<file path="src/hdl/pbt_pkg.sv">
// Shared types, constants and helpers for the price ladder best price tracker.
// No dependencies; the interfaces, engine and top level import this package.
package pbt_pkg;

	// ladder geometry
	localparam int NUM_LEVELS = 1024;
	localparam int LVL_W      = $clog2(NUM_LEVELS);
	localparam int CNT_W      = $clog2(NUM_LEVELS + 1);
	localparam int VOL_W      = 32;
	localparam int PRICE_W    = 32;
	localparam int SUM_W      = VOL_W + 1;
	localparam logic [LVL_W-1:0] LAST_IDX = LVL_W'(NUM_LEVELS - 1);

	// configuration register indexes
	localparam int CFG_IDX_W = 1;
	localparam int CFG_DATA_W = 32;
	localparam logic [CFG_IDX_W-1:0] CFG_BOOK_SIDE    = 1'b0;
	localparam logic [CFG_IDX_W-1:0] CFG_LOWEST_PRICE = 1'b1;

	// book side codes
	localparam logic SIDE_BUY  = 1'b0;
	localparam logic SIDE_SELL = 1'b1;

	// operation codes; 5 to 7 are unused and fall to default arms
	typedef enum logic [2:0] {
		OP_WRITE = 3'd0,
		OP_SET   = 3'd1,
		OP_SCAN  = 3'd2,
		OP_LIQ   = 3'd3,
		OP_QUERY = 3'd4
	} op_t;

	typedef enum logic [2:0] {
		ST_CLEAR,
		ST_IDLE,
		ST_DISPATCH,
		ST_ACCESS,
		ST_SCAN,
		ST_LIQ,
		ST_DONE
	} state_t;

	typedef struct packed {
		logic               book_side;
		logic [PRICE_W-1:0] lowest_price;
	} cfg_t;

	typedef struct packed {
		logic [2:0]         opcode;
		logic [PRICE_W-1:0] price;
		logic [VOL_W-1:0]   quantity;
	} req_t;

	typedef struct packed {
		logic               answer;
		logic               best_valid;
		logic [PRICE_W-1:0] best_price;
		logic [CNT_W-1:0]   nonempty_count;
		logic               error;
	} result_t;

	typedef struct packed {
		logic             we;
		logic [LVL_W-1:0] waddr;
		logic [VOL_W-1:0] wdata;
		logic             re;
		logic [LVL_W-1:0] raddr;
	} ram_req_t;

	// one level toward the scan direction, holding at the ladder end
	function automatic logic [LVL_W-1:0] step_idx(input logic [LVL_W-1:0] cur,
	                                              input logic side);
		logic [LVL_W-1:0] nxt;
		nxt = cur;
		if (side == SIDE_BUY) begin
			if (cur != '0) nxt = cur - 1'b1;
		end else begin
			if (cur != LAST_IDX) nxt = cur + 1'b1;
		end
		return nxt;
	endfunction

endpackage

</file>
<file path="src/hdl/pbt_engine.sv">
// Sequencer and datapath: clearing pass, level read-modify-write, rescan and
// liquidity walk over the level memory. Depends on pbt_pkg.
module pbt_engine (
	input  logic                   clk,
	input  logic                   arst_n,
	input  pbt_pkg::cfg_t          cfg,
	input  logic                   start,
	input  pbt_pkg::req_t          req,
	output logic                   idle,
	output logic                   done,
	input  logic                   taken,
	output pbt_pkg::result_t       result,
	output pbt_pkg::ram_req_t      ram,
	input  logic [pbt_pkg::VOL_W-1:0] rdata
);
	import pbt_pkg::*;

	state_t state_q, state_d;

	logic [2:0]       op_q;
	logic [LVL_W-1:0] idx_q;
	logic [VOL_W-1:0] qty_q;
	logic             inside_q;
	logic [LVL_W-1:0] cur_q;
	logic [LVL_W-1:0] addr_s1;
	logic             rdv_s1;
	logic [SUM_W-1:0] sum_q;
	logic [LVL_W-1:0] best_idx_q;
	logic             best_pres_q;
	logic [CNT_W-1:0] occ_q;
	logic             answer_q;
	logic             error_q;

	logic [PRICE_W-1:0] diff;
	logic               in_range;
	logic [LVL_W-1:0]   scan_end;
	logic               vol_nz;
	logic [SUM_W:0]     sum_next;
	logic               liq_hit;
	logic               liq_skip;

	// ladder range check on the incoming price
	assign diff     = req.price - cfg.lowest_price;
	assign in_range = (req.price >= cfg.lowest_price) && (diff < PRICE_W'(NUM_LEVELS));

	assign scan_end = (cfg.book_side == SIDE_BUY) ? '0 : LAST_IDX;
	assign vol_nz   = (rdata != '0);
	assign sum_next = {1'b0, sum_q} + (SUM_W + 1)'(rdata);
	assign liq_hit  = vol_nz && (sum_next >= (SUM_W + 1)'(qty_q));

	// liquidity check that ends before any walk
	always_comb begin
		liq_skip = (qty_q == '0) || !best_pres_q;
		if (cfg.book_side == SIDE_BUY) begin
			if (best_idx_q < idx_q) liq_skip = 1'b1;
		end else begin
			if (best_idx_q > idx_q) liq_skip = 1'b1;
		end
	end

	assign idle = (state_q == ST_IDLE);
	assign done = (state_q == ST_DONE);

	// result fields
	always_comb begin
		result.answer         = answer_q;
		result.best_valid     = best_pres_q;
		result.best_price     = best_pres_q ?
			(cfg.lowest_price + PRICE_W'(best_idx_q)) : '0;
		result.nonempty_count = occ_q;
		result.error          = error_q;
	end

	// next state and memory requests
	always_comb begin
		state_d   = state_q;
		ram.we    = 1'b0;
		ram.waddr = idx_q;
		ram.wdata = qty_q;
		ram.re    = 1'b0;
		ram.raddr = cur_q;
		case (state_q)
			ST_CLEAR: begin
				ram.we    = 1'b1;
				ram.waddr = cur_q;
				ram.wdata = '0;
				if (cur_q == LAST_IDX) state_d = ST_IDLE;
			end
			ST_IDLE: begin
				if (start) state_d = ST_DISPATCH;
			end
			ST_DISPATCH: begin
				state_d = ST_DONE;
				if (inside_q) begin
					case (op_q)
						OP_WRITE, OP_QUERY: begin
							ram.re    = 1'b1;
							ram.raddr = idx_q;
							state_d   = ST_ACCESS;
						end
						OP_SCAN: begin
							ram.re    = 1'b1;
							ram.raddr = idx_q;
							state_d   = ST_SCAN;
						end
						OP_LIQ: begin
							if (!liq_skip) begin
								ram.re    = 1'b1;
								ram.raddr = best_idx_q;
								state_d   = ST_LIQ;
							end
						end
						default: state_d = ST_DONE;
					endcase
				end
			end
			ST_ACCESS: begin
				ram.we  = (op_q == OP_WRITE);
				state_d = ST_DONE;
			end
			ST_SCAN: begin
				ram.re = 1'b1;
				if (vol_nz || addr_s1 == scan_end) state_d = ST_DONE;
			end
			ST_LIQ: begin
				ram.re = 1'b1;
				if (liq_hit || addr_s1 == idx_q) state_d = ST_DONE;
			end
			ST_DONE: begin
				if (taken) state_d = ST_IDLE;
			end
			default: state_d = ST_IDLE;
		endcase
	end

	always_ff @(posedge clk or negedge arst_n) begin
		if (!arst_n) begin
			state_q <= ST_CLEAR;
		end else begin
			state_q <= state_d;
		end
	end

	// read pipeline tag: address and valid of the data on rdata
	always_ff @(posedge clk or negedge arst_n) begin
		if (!arst_n) begin
			rdv_s1 <= 1'b0;
		end else begin
			rdv_s1 <= ram.re;
		end
	end

	always_ff @(posedge clk) begin
		if (ram.re) addr_s1 <= ram.raddr;
	end

	// control state: ladder bookkeeping, walk pointer and flags
	always_ff @(posedge clk or negedge arst_n) begin
		if (!arst_n) begin
			cur_q       <= '0;
			best_idx_q  <= '0;
			best_pres_q <= 1'b0;
			occ_q       <= '0;
			answer_q    <= 1'b0;
			error_q     <= 1'b0;
			inside_q    <= 1'b0;
			op_q        <= OP_WRITE;
			sum_q       <= '0;
		end else begin
			case (state_q)
				ST_CLEAR: begin
					cur_q <= cur_q + 1'b1;
				end
				ST_IDLE: begin
					if (start) begin
						op_q     <= req.opcode;
						inside_q <= in_range;
						answer_q <= 1'b0;
						error_q  <= 1'b0;
					end
				end
				ST_DISPATCH: begin
					sum_q <= '0;
					case (op_q)
						OP_WRITE, OP_QUERY: begin
							if (!inside_q) error_q <= 1'b1;
						end
						OP_SET: begin
							if (!inside_q) begin
								error_q <= 1'b1;
							end else begin
								best_idx_q  <= idx_q;
								best_pres_q <= 1'b1;
							end
						end
						OP_SCAN: begin
							if (!inside_q) error_q <= 1'b1;
							cur_q <= step_idx(idx_q, cfg.book_side);
						end
						OP_LIQ: begin
							if (!inside_q || qty_q == '0) error_q <= 1'b1;
							cur_q <= step_idx(best_idx_q, cfg.book_side);
						end
						default: ;
					endcase
				end
				ST_ACCESS: begin
					if (op_q == OP_WRITE) begin
						if (!vol_nz && qty_q != '0) occ_q <= occ_q + 1'b1;
						else if (vol_nz && qty_q == '0) occ_q <= occ_q - 1'b1;
					end else begin
						answer_q <= vol_nz;
					end
				end
				ST_SCAN: begin
					cur_q <= step_idx(cur_q, cfg.book_side);
					if (vol_nz) begin
						best_idx_q  <= addr_s1;
						best_pres_q <= 1'b1;
					end else if (addr_s1 == scan_end) begin
						best_pres_q <= 1'b0;
					end
				end
				ST_LIQ: begin
					cur_q <= step_idx(cur_q, cfg.book_side);
					if (liq_hit) answer_q <= 1'b1;
					sum_q <= sum_next[SUM_W] ? '1 : sum_next[SUM_W-1:0];
				end
				default: ;
			endcase
		end
	end

	// item payload, captured at acceptance
	always_ff @(posedge clk) begin
		if (start && idle) begin
			idx_q <= diff[LVL_W-1:0];
			qty_q <= req.quantity;
		end
	end

	// the level store is never written while walking it
	a_no_write_in_walk: assert property (@(posedge clk) disable iff (!arst_n)
		(state_q == ST_SCAN || state_q == ST_LIQ) |-> !ram.we)
		else $error("level store written during a walk");

	// every walk or access cycle has read data from the previous cycle
	a_walk_has_data: assert property (@(posedge clk) disable iff (!arst_n)
		(state_q == ST_SCAN || state_q == ST_LIQ || state_q == ST_ACCESS) |-> rdv_s1)
		else $error("walk step without read data");

	// occupancy never exceeds the ladder size
	a_occ_bound: assert property (@(posedge clk) disable iff (!arst_n)
		occ_q <= CNT_W'(NUM_LEVELS))
		else $error("occupied level count out of range");

	// a finished result waits until the output stage takes it
	a_done_holds: assert property (@(posedge clk) disable iff (!arst_n)
		(state_q == ST_DONE && !taken) |=> (state_q == ST_DONE))
		else $error("result dropped before it was taken");

endmodule

</file>
<file path="config.mk">
export PLATFORM = sky130hd
export DESIGN_NAME = pbt_engine
export DESIGN_NICKNAME = d
export VERILOG_FILES = /design/src/hdl/pbt_pkg.sv /design/src/hdl/pbt_engine.sv
export SDC_FILE = /design/constraint.sdc
export NUM_CORES = 1
export LEC_CHECK = 0
export ABC_AREA = 1
export BUFFER_PORTS_ARGS = -buffer_cell sky130_fd_sc_hd__buf_4
export CAP_MARGIN = 5
export CORE_UTILIZATION = 34
export DETAILED_ROUTE_END_ITERATION = 7
export GPL_ROUTABILITY_DRIVEN = 0
export PLACE_DENSITY = 0.58
export SLEW_MARGIN = 20
export SYNTH_ARGS = -nofsm -noshare
export SYNTH_HDL_FRONTEND = slang
export SYNTH_SLANG_ARGS = --single-unit
export TNS_END_PERCENT = 20
</file>
<file path="constraint.sdc">
create_clock -name clk -period 4.3 [get_ports clk]
set_input_delay 0.215 -clock clk [delete_from_list [all_inputs] [get_ports clk]]
set_output_delay 0.215 -clock clk [all_outputs]
set_load 0.02 [all_outputs]
</file>
# [Word-level counts from Yosys, hierarchy flattened]
# Index checks and enable logic that the tools add are counted.
# Widths: inputs -> output; s select.
[op_classes] mul=0 bitwise=0 order_cmp=5 n_mux=53 n_eq_ne=33 div=0 n_reduce_logical=38 shifts=0 add_sub_neg=11
[ops] op="$mux 10" n=14
[ops] op="$pmux 33 s2" n=1
[ops] op="$reduce_bool 32->1" n=2
[ops] op="$mux 11" n=4
[ops] op="$mux 42" n=1
[ops] op="$pmux 10 s2" n=2
[ops] op="$add 33x32->34" n=1
[ops] op="$ge 34x32->1" n=1
[ops] op="$mux 33" n=1
[ops] op="$add 32x10->32" n=1
[ops] op="$ge 32x32->1" n=1
[ops] op="$logic_not 32->1" n=1
[ops] op="$lt 32x11->1 const B" n=1
[ops] op="$mux 32" n=1
[ops] op="$sub 32x32->32" n=1
[ops] op="$add 10x1->10 const B" n=3
[ops] op="$ne 10x10->1 const B" n=3
[ops] op="$pmux 10 s3" n=1
[ops] op="$reduce_bool 10->1" n=3
[ops] op="$sub 10x1->10 const B" n=3
[ops] op="$pmux 11 s2" n=1
[ops] op="$pmux 3 s7" n=1
[ops] op="$eq 10x10->1" n=2
[ops] op="$mux 3" n=6
[ops] op="31 further kinds" n=84
[totals] elab_cells=153 reg_bits=126 mem_bits_rw=0 in_bits=136 memories=0 out_inout_bits=102 latchBits=0 romBits=0

# [Longest topological paths before layout]
[depth] depth_word=8 depth_mapped=29 depth_no_buf=29

# [Worst setup path after synthesis]
# Ideal clock, no wire load.
[synth_path] path_kind="register to register" start="reg sum_q[0]" end="reg state_q[2]" path_buffers=0 slack_ns=1.054 synth_period_minus_slack_ns=3.246 path_stages_with_launch=26 setup_time_ns=0.117 required_ns=4.183 arrival_time_ns=3.130 cell_sequence="dfrtp_1 ha_1 fa_1 nand3_1 nand2_1 nand2_1 nand2_2 nand2_1 nand2_2 a21oi_2 o21ai_1 a21oi_1 xor2_1 inv_1 ha_1 nand4_1 nor2_1 nand3_1 o21ai_0 inv_1 nand3_1 nand2_1 nand3_2 nand2_1 nand2_1 nand2_1"
[synth_via] elab_chain_cells=6
[synth_lines] item="start, declared" line="pbt_engine.sv:27" text="logic [SUM_W-1:0] sum_q;"
[synth_lines] item="start signal, assigned" line="pbt_engine.sv:227" text="sum_q <= sum_next[SUM_W] ? '1 : sum_next[SUM_W-1:0];"
[synth_lines] item="$add 33x32->34" line="pbt_engine.sv:48" text="assign sum_next = {1'b0, sum_q} + (SUM_W + 1)'(rdata);"
[synth_lines] item="$ge 34x32->1" line="pbt_engine.sv:49" text="assign liq_hit = vol_nz && (sum_next >= (SUM_W + 1)'(qty_q));"
[synth_lines] item="$logic_and 1x1->1" line="pbt_engine.sv:49"
[synth_lines] item="$logic_or 1x1->1" line="pbt_engine.sv:127" text="if (liq_hit || addr_s1 == idx_q) state_d = ST_DONE;"
[synth_lines] item="$ne 2x2->1 (no source line)"
[synth_lines] item="$reduce_and 5->1 (no source line)"
[synth_lines] item="end signal, assigned" line="pbt_engine.sv:140" text="state_q <= state_d;"
[synth_lines] item="end, declared" line="pbt_engine.sv:18" text="state_t state_q, state_d;"
# Every way passes these cells.
# A chain may end at the register's enable or synchronous reset.

==> results.md <==
* Result of the run: finished, final reports clean
* Max Slew Vio Count at 0
* Number of enable-type register cells in the synthesized netlist at 52
* Critical Path End Type: output port
* Sinks on Clock Net at 126
* Combinational family with the most area after synthesis: simple AND/OR/NAND/NOR gates
* Setup Fix Bufs, Post-CTS at 0
* Slowest cell on the critical path: sky130_fd_sc_hd__edfxtp_1
* Vertical die dimension at 204 µm
* Routed wire length per instance at 17.2 µm
* Final setup viols at 0
* Basic-gate share of the synthesized area counting and, or, nand and nor cells at 31.1%
* Critical path class: register to output port
* Cell area after synthesis at 13800 µm²
* Largest stage delay on the critical path at 540 ps
* Setup TNS at 0 ps
* DRC violation total after the first TritonRoute iteration at 1062
* Complex-gate fraction of the synthesized area at 16.5%
* Overflow after GRT at 0
* Via Count at 15191
* Worst max-slew margin expressed relative to the limit at 26.5%
* CTS buffer count at 17
* Data arrival time at the worst-slack endpoint at 3800 ps
* Area growth, synth to finish at 23.9%
* Via-to-Cell Ratio at 5.23
* Total wirelength of the detailed-routed design at 49.9 mm
* Number of nets in the layout at 2641
* Global-route wire length before repair at 77.3 mm
* Main synth FF type: sky130_fd_sc_hd__dfrtp_1
* Clock transition at the registers of the reported paths at 70 ps
* Maximum clock frequency at 0.249 GHz
* Share of cell area taken by muxes after synthesis at 0%
* Unique masters post-synth at 65
* Critical path startpoint category: register
* Count of pins on the block boundary at 238
* Proportion of register bits with asynchronous set or reset after synthesis at 58.7%
* Synth Warn # at 0
* Class of the most critical hold timing path: input port to register
* Clock insertion delay at the later pin of the skew report at 450 ps
* Portion of synthesized cell area occupied by the leading cell type at 15.3%
* I/O Buffers at 237
* Syn Inst Count at 2101
* Post-synthesis xor/xnor area fraction at 4.75%
* Final hold viol count at 0
* Min setup slack post-route at 286 ps
* Total die area at 41500 µm²
* Sequential share of the synthesized area at 24.7%
* Leakage component of the power at 8.69 nW
* Cell Pwr Density at 577 nW/µm²
* Period Utilization, post-route at 93.3%
* Number of antenna violations at the first check in global routing at 1
* DRC violation count after routing at 0
* H-tree levels at 4
* Flip-flop and latch count after synthesis at 126
* Core ar. at 39900 µm²
* Dominant cell type by area after synthesis: sky130_fd_sc_hd__nand2_1
* Highest net fanout along the worst path at 11
* Half-perimeter wire length of the detailed placement result at 40.7 mm
* CP top delay family: compound AO/OA/AOI/OAI gates
* Ranking of synthesized cells by instance count: sky130_fd_sc_hd__nand2_1 (563), sky130_fd_sc_hd__inv_1 (304), sky130_fd_sc_hd__nor2_1 (181)
* Post-Synthesis Mean Instance Area at 6.58 µm²
* Hold-fix buffer count after cts at 36
* Cell with the most instances after synthesis: sky130_fd_sc_hd__nand2_1
* Detail Route Antenna Nets at 0
* Fraction of final layout cells sized beyond drive strength 1 at 15.1%
* Cell at the root of the clock tree: sky130_fd_sc_hd__clkbuf_16
* Max_cap viols at 0
* Unrepaired setup endpoints after global routing: false
* Count of instances resized after the clock tree is built at 0
* Rows at 73
* Count of buffering cells on the critical path with inverters included at 3
* Worst IR Drop VDD at 0.000351 V
* Worst-path cell chain: clkinv_1 -> ha_1 -> a21oi_1 -> o21a_1 -> nand3_1 -> o21ai_0 -> nand3_1 -> o22ai_1 -> inv_1 -> o22ai_1 -> buf_4
* Pin slew with the least headroom to its limit at 1100 ps
* Leading post-synthesis cells by cell area: sky130_fd_sc_hd__nand2_1 (15%), sky130_fd_sc_hd__dfrtp_1 (13%), sky130_fd_sc_hd__ha_1 (12%), sky130_fd_sc_hd__edfxtp_1 (11%), sky130_fd_sc_hd__inv_1 (8.3%)
* Overall global routing resource usage at 23.9%
* Req. time, crit path at 4090 ps
* Maximum clock skew at final layout at 14.1 ps
* Vias in the first global route at 14499
* Horizontal extent of the die at 204 µm
* Syn nets at 2374
* Setup slack at placement at 545 ps
* TritonCTS clock tree: built
* Number of iterations in the first detailed-routing pass at 6
* Largest net degree at the start of global routing at 49
* Min cycle time layout at 4010 ps
* Maximum number of buffers from clock root to sink at 2
* Initial Utilization at 34.6%
* Adder-cell share of the synthesized area at 12.6%
sequential cells by signal (all words and copies together) (netlist names):
name and count:
sum_q 33, qty_q 32, occ_q 11, addr_s1 10
best_idx_q 10, cur_q 10, idx_q 10, op_q 3
state_q 3, answer_q 1, best_pres_q 1, error_q 1
inside_q 1
placed cells by master (no fill, tap or decap), types with 9 or more instances in the layout:
master,instances
sky130_fd_sc_hd__nand2_2,10
sky130_fd_sc_hd__nor4_1,22
sky130_fd_sc_hd__dlygate4sd3_1,36
sky130_fd_sc_hd__o21ai_1,23
sky130_fd_sc_hd__edfxtp_1,52
sky130_fd_sc_hd__xor2_1,55
sky130_fd_sc_hd__nor2_1,181
sky130_fd_sc_hd__o21ai_0,134
sky130_fd_sc_hd__clkbuf_16,17
sky130_fd_sc_hd__nand3_1,109
sky130_fd_sc_hd__buf_4,250
sky130_fd_sc_hd__nor3_1,32
sky130_fd_sc_hd__inv_2,20
sky130_fd_sc_hd__xnor2_1,20
sky130_fd_sc_hd__o211ai_1,13
sky130_fd_sc_hd__nor2_2,10
sky130_fd_sc_hd__ha_1,133
sky130_fd_sc_hd__nand2_1,563
sky130_fd_sc_hd__dfrtp_1,74
sky130_fd_sc_hd__nand4_1,37
sky130_fd_sc_hd__inv_1,301
sky130_fd_sc_hd__clkinv_1,9
sky130_fd_sc_hd__o22ai_1,30
sky130_fd_sc_hd__a21oi_1,144
per-layer routing:
layer  GRT usage (%)  share of wire, %  routed length [µm]  vias to the layer above
met2            40.5                47               23700                      513
met5               0                 0                   0                        -
met3            2.89               5.1                2540                       84
li1                -                 -                   -                     7492
met4            8.73               3.0                1510                        0
met1            31.1                44               22200                     7102
cell families after synthesis:
kind of cell | count (synthesis)
compound gates | 399
xor+xnor | 75
fa+ha+maj | 137
buf+inv | 368
flops | 126
simple gates | 996
final cells by class:
cell class	count	area [µm²]
fill	4175	22800
clock inverter	15	171
multi-input combinational	1607	8990
tap	525	657
timing repair buffer	286	2240
antenna	1	2.50
sequential	126	3410
clock buffer	17	425
inverter	330	1240
power by group:
part           total (mW)  leakage [nW]  switching [mW]  internal, mW
Sequential           2.06          1.37           0.404          1.65
Combinational        6.34          7.04            4.12          2.23
Clock                1.48         0.292           0.698         0.780
Total                9.88          8.69            5.22          4.66
stage by stage:
step	hold slack, ps	utilization, %	std cells	total power, mW	area [µm²]
3_5_place_dp	303	40.5	2838	8.32	16200
6_report	43.1	42.9	2907	9.88	17100
5_1_grt	22.3	42.9	2907	10.7	17100
3_3_place_gp	306	40.5	2838	8.24	16200
2_1_floorplan	-80.6	-	2101	6.20	13800
4_1_cts	16.8	42.9	2906	9.88	17100
path summary, 6_finish.rpt:
path	start	endpoint	slack [ps]	cells after the start
worst min-delay path	taken	state_q[1]	40	4
min in group asynchronous	arst_n	occ_q[5]	340	2
worst max register to register	sum_q[0]	state_q[0]	570	25
worst max-delay path	idx_q[9]	ram[2]	290	11
max in group asynchronous	arst_n	sum_q[8]	3060	3
worst min register to register	sum_q[17]	sum_q[17]	490	2
worst register-to-register path, stage by stage, from the launching register on:
cell and delay (ps):
sky130_fd_sc_hd__dfrtp_1 380, sky130_fd_sc_hd__ha_1 240, sky130_fd_sc_hd__fa_1 420, sky130_fd_sc_hd__nand3_1 90
sky130_fd_sc_hd__nand2_1 100, sky130_fd_sc_hd__nand2_1 90, sky130_fd_sc_hd__nand2_2 90, sky130_fd_sc_hd__nand2_1 80
sky130_fd_sc_hd__nand3_1 100, sky130_fd_sc_hd__nand2_1 80, sky130_fd_sc_hd__nand2_1 130, sky130_fd_sc_hd__a21oi_2 220
sky130_fd_sc_hd__xor2_1 180, sky130_fd_sc_hd__inv_1 80, sky130_fd_sc_hd__ha_1 270, sky130_fd_sc_hd__nand2_1 60
sky130_fd_sc_hd__nor3_1 220, sky130_fd_sc_hd__nand3_1 90, sky130_fd_sc_hd__o21ai_0 150, sky130_fd_sc_hd__inv_1 60
sky130_fd_sc_hd__nand3_1 100, sky130_fd_sc_hd__nand2_1 90, sky130_fd_sc_hd__nand3_2 90, sky130_fd_sc_hd__nand2_1 90
sky130_fd_sc_hd__nand2_1 70, sky130_fd_sc_hd__nand2_1 60
Power figures use the tool's default switching activity.
